$ cat src/design/tlprq_ram.sv
`default_nettype none
// ----------------------------------------------------------------------------
// Generic single-clock RAM
// One write port and one read port; the read data is registered and holds
// its value until the next read.
// ----------------------------------------------------------------------------
module tlprq_ram #(
  parameter int WIDTH = 8,
  parameter int DEPTH = 256
) (
  input  wire logic                                   clk,
  input  wire logic                                   wr_en,
  input  wire logic [((DEPTH > 1) ? $clog2(DEPTH) : 1)-1:0] wr_addr,
  input  wire logic [WIDTH-1:0]                       wr_data,
  input  wire logic                                   rd_en,
  input  wire logic [((DEPTH > 1) ? $clog2(DEPTH) : 1)-1:0] rd_addr,
  output logic      [WIDTH-1:0]                       rd_data
);

  logic [WIDTH-1:0] mem [DEPTH];

  always_ff @(posedge clk) begin
    if (wr_en) begin
      mem[wr_addr] <= wr_data;
    end
    if (rd_en) begin
      rd_data <= mem[rd_addr];
    end
  end

endmodule
`default_nettype wire
$ cat config.mk
export PLATFORM = sky130hd
export DESIGN_NAME = tlprq_ram
export DESIGN_NICKNAME = d
export VERILOG_FILES = /design/src/design/tlprq_ram.sv
export SDC_FILE = /design/constraint.sdc
export NUM_CORES = 2
export LEC_CHECK = 0
export ABC_CLOCK_PERIOD_IN_PS = 2800
export BUFFER_PORTS_ARGS = -buffer_cell sky130_fd_sc_hd__buf_2
export CORE_MARGIN = 2
export CORE_UTILIZATION = 41
export CTS_CLUSTER_DIAMETER = 200
export DETAILED_ROUTE_END_ITERATION = 8
export HOLD_SLACK_MARGIN = 0.03
export SLEW_MARGIN = 20
export SYNTH_ARGS = -nofsm -noshare
export SYNTH_HDL_FRONTEND = slang
export SYNTH_SLANG_ARGS = --single-unit
$ cat constraint.sdc
create_clock -name clk -period 2.8 [get_ports clk]
set_input_delay 0.14 -clock clk [delete_from_list [all_inputs] [get_ports clk]]
set_output_delay 0.14 -clock clk [all_outputs]
set_load 0.1 [all_outputs]
==> impl_metrics.yaml <==
placement:
  hpwl_mm: 131
  place_congestion: 0.853
  io_buffer_count: 34
  pre_cts_slack_ns: -0.597
pwr:
  p_total_mw: 63.0
  p_per_area_nw_per_um2: 675
  p_leak_nw: 29.9
  vdd_drop_max_uv: 524
synth:
  ys_warn_count: 0
  ys_seq_area_share_pct: 77.5
  ys_ff_latch: 2056
  yosys-top-cells-count: "edfxtp_1 (2056), mux4_2 (454), nor2_1 (282)"
  syn_area_um2: 79600
  synth_nets: 3760
  synth-edff-count: 2056
  ys_async_sr_fraction_pct: 0
  synth_flop_cell: "edfxtp_1"
  synth_top_area_cell: "edfxtp_1"
  synth_cell_types: 54
  synthCells: 3733
  synth_most_common_cell: "edfxtp_1"
  synth.area.top_cells: "edfxtp_1 (78%), mux4_2 (13%), mux2i_1 (1.7%)"
  synth.top_cell.area_share_pct: 77.5
  syn-mean-instance-area_um2: 21.3
global_route:
  grt_pass1_vias: 40673
  grt_max_degree: 113
  overflow: 0
  grt_pass1_wl_mm: 292
  grt_use_total_pct: 20.4
  antenna_found_initial: 5
sta:
  whs_ns: 0.103
  hold_violations: 0
  fin_ws_ns: 0.0530
  slew_headroom_pct: 35.0
  final_max_slew_viol_count: 0
  rsz0062_at_grt: "false"
  fmax_ghz: 0.364
  period_minus_slack_ns: 2.75
  setup_violations: 0
  skew_ns: 0.0270
  tns_ns: 0
  worst_slew_pin_slew_ns: 0.966
  finalCritPeriodShare_pct: 98.1
floorplanning:
  pin_count: 35
  core-area_um2: 193000
  die_x_um: 445
  row_count: 161
  dieArea_um2: 198000
  initial_utilization_pct: 41.3
  fp.dieH_um: 445
setup_path:
  critPathKind: "flop to flop"
  end_kind: "flop"
  cp.required_ns: 3.38
  crit_family: "simple AND/OR/NAND/NOR gates"
  arrival_ns: 3.33
  crit_fanout: 1
  critPathSlowestCell: "nor4_1"
  cp_cell_sequence: "mux4_2 -> a22oi_1 -> a21oi_1 -> nor4_1 -> buf_4 -> nor4_2"
  start_kind: "flop"
  slowest_delay_ns: 0.86
  critPathBufInv: 1
layout:
  drive_above_1_share_pct: 31.0
  nets: 4395
  area_growth_pct: 17.3
  nFillCells: 15560
  final_core_util_pct: 48.4
hold_path:
  hold_class: "input pin to flop"
route:
  route.met3.wl_mm: 14.6
  drt-met1-wl_mm: 83.9
  drt_iter0_markers: 4621
  avgViaCountPerCell: 5.74
  dr.max_layer_used: "met4"
  dr.pass1.iters: 6
  route.detailed.drc: 0
  drt_wl_total_mm: 202
  vias: 40407
  wl_met2_mm: 99.5
  ant_nets: 0
  wire_per_inst_um: 28.8
clock_network:
  post_cts_buffers: 0
  cts_tree: "done"
  clk_latency_ns: 0.83
  cts.sinks: 2056
  cts_buffers: 196
  clock_path_buffers: 3
  clkTransAtPathRegs_ns: 0.06
  h-tree-depth: 4
  cts_root_buf: "clkbuf_16"
run:
  cap_violations: 0
outcome:
  status: "finished, final reports clean"
==> metal layers <==
metal / vias to the layer above / track usage, %
met3: 273 / 3.18
met5: - / 0
li1: 16954 / -
met4: 0 / 4.97
met1: 21554 / 28.9
met2: 1626 / 33.3
==> power by group <==
| group | total, mW | internal (mW) | leakage (nW) | switching [mW] |
|---|---|---|---|---|
| clock network | 25.4 | 14.3 | 2.95 | 11.2 |
| logic | 3.58 | 1.37 | 8.45 | 2.21 |
| registers | 34.0 | 33.9 | 18.5 | 0.0397 |
==> worst paths after layout <==
path,startpoint,endpoint,slack [ns],cells after the start
worst max-delay path,mem[11][0],rd_data[0],0.05,6
worst min-delay path,wr_addr[5],mem[244][5],0.10,4
worst max register to register,mem[11][0],rd_data[0],0.05,6
worst min register to register,mem[40][3],rd_data[3],1.12,7
==> through the flow <==
step	cells	cell area (um2)
2_1_floorplan	3733	79600
3_3_place_gp	6678	87100
3_5_place_dp	6679	87100
4_1_cts	7039	93400
5_1_grt	7041	93400
6_report	7042	93400
==> state kept, by name, indices dropped and copies added (netlist names) <==
signal,flops
mem,2048
rd_data,8
==> cells by family after synthesis <==
| logic type | synth area share [%] |
|---|---|
| AO/OA/AOI/OAI | 3.42 |
| buffers and inverters | 1.83 |
| flip-flops | 77.5 |
| multiplexers | 14.6 |
| AND/OR/NAND/NOR | 2.63 |
==> layout make-up <==
| cell class | instances | area, um2 | share of cell area [%] |
|---|---|---|---|
| flip-flops and latches | 2056 | 61700 | 66.1 |
| multi-input cells | 1442 | 16600 | 17.7 |
| repair buffers | 670 | 5850 | 6.27 |
| clock buffers | 243 | 5140 | 5.51 |
| well taps | 2526 | 3160 | 3.38 |
| clock inverters | 100 | 903 | 0.967 |
| inverters | 2 | 7.51 | 0.00804 |
| diodes | 3 | 7.51 | 0.00804 |
==> placed cells by master, fill, tap and decap left out, types with 13 or more instances in the layout <==
cell	instances
clkbuf_16	199
clkinv_2	28
bufinv_16	14
dlygate4sd3_1	17
buf_12	61
buf_2	23
a221oi_1	13
a21oi_1	96
o221ai_1	46
nor2_1	279
mux4_2	454
buf_4	559
a211oi_1	16
nand2_1	33
nor3_1	20
a22oi_1	133
nand3_1	28
edfxtp_1	2056
o22ai_1	28
mux2i_1	134
nor4_1	18
clkinv_1	41
nor2b_1	28
clkbuf_1	44
==> what timing repair did <==
action,in CTS,in global routing
endpoints found under the hold margin,971,0
hold buffers,17,0
pin swaps,0,0
setup endpoints to repair,2,1
resized for setup,2,1
==> worst min-delay path, cell delays in order <==
cell and delay (ns):
buf_2 0.14, nand4_1 0.09, buf_4 0.25, nor2_1 0.10
Note: power is estimated with default switching activity, not from simulation.
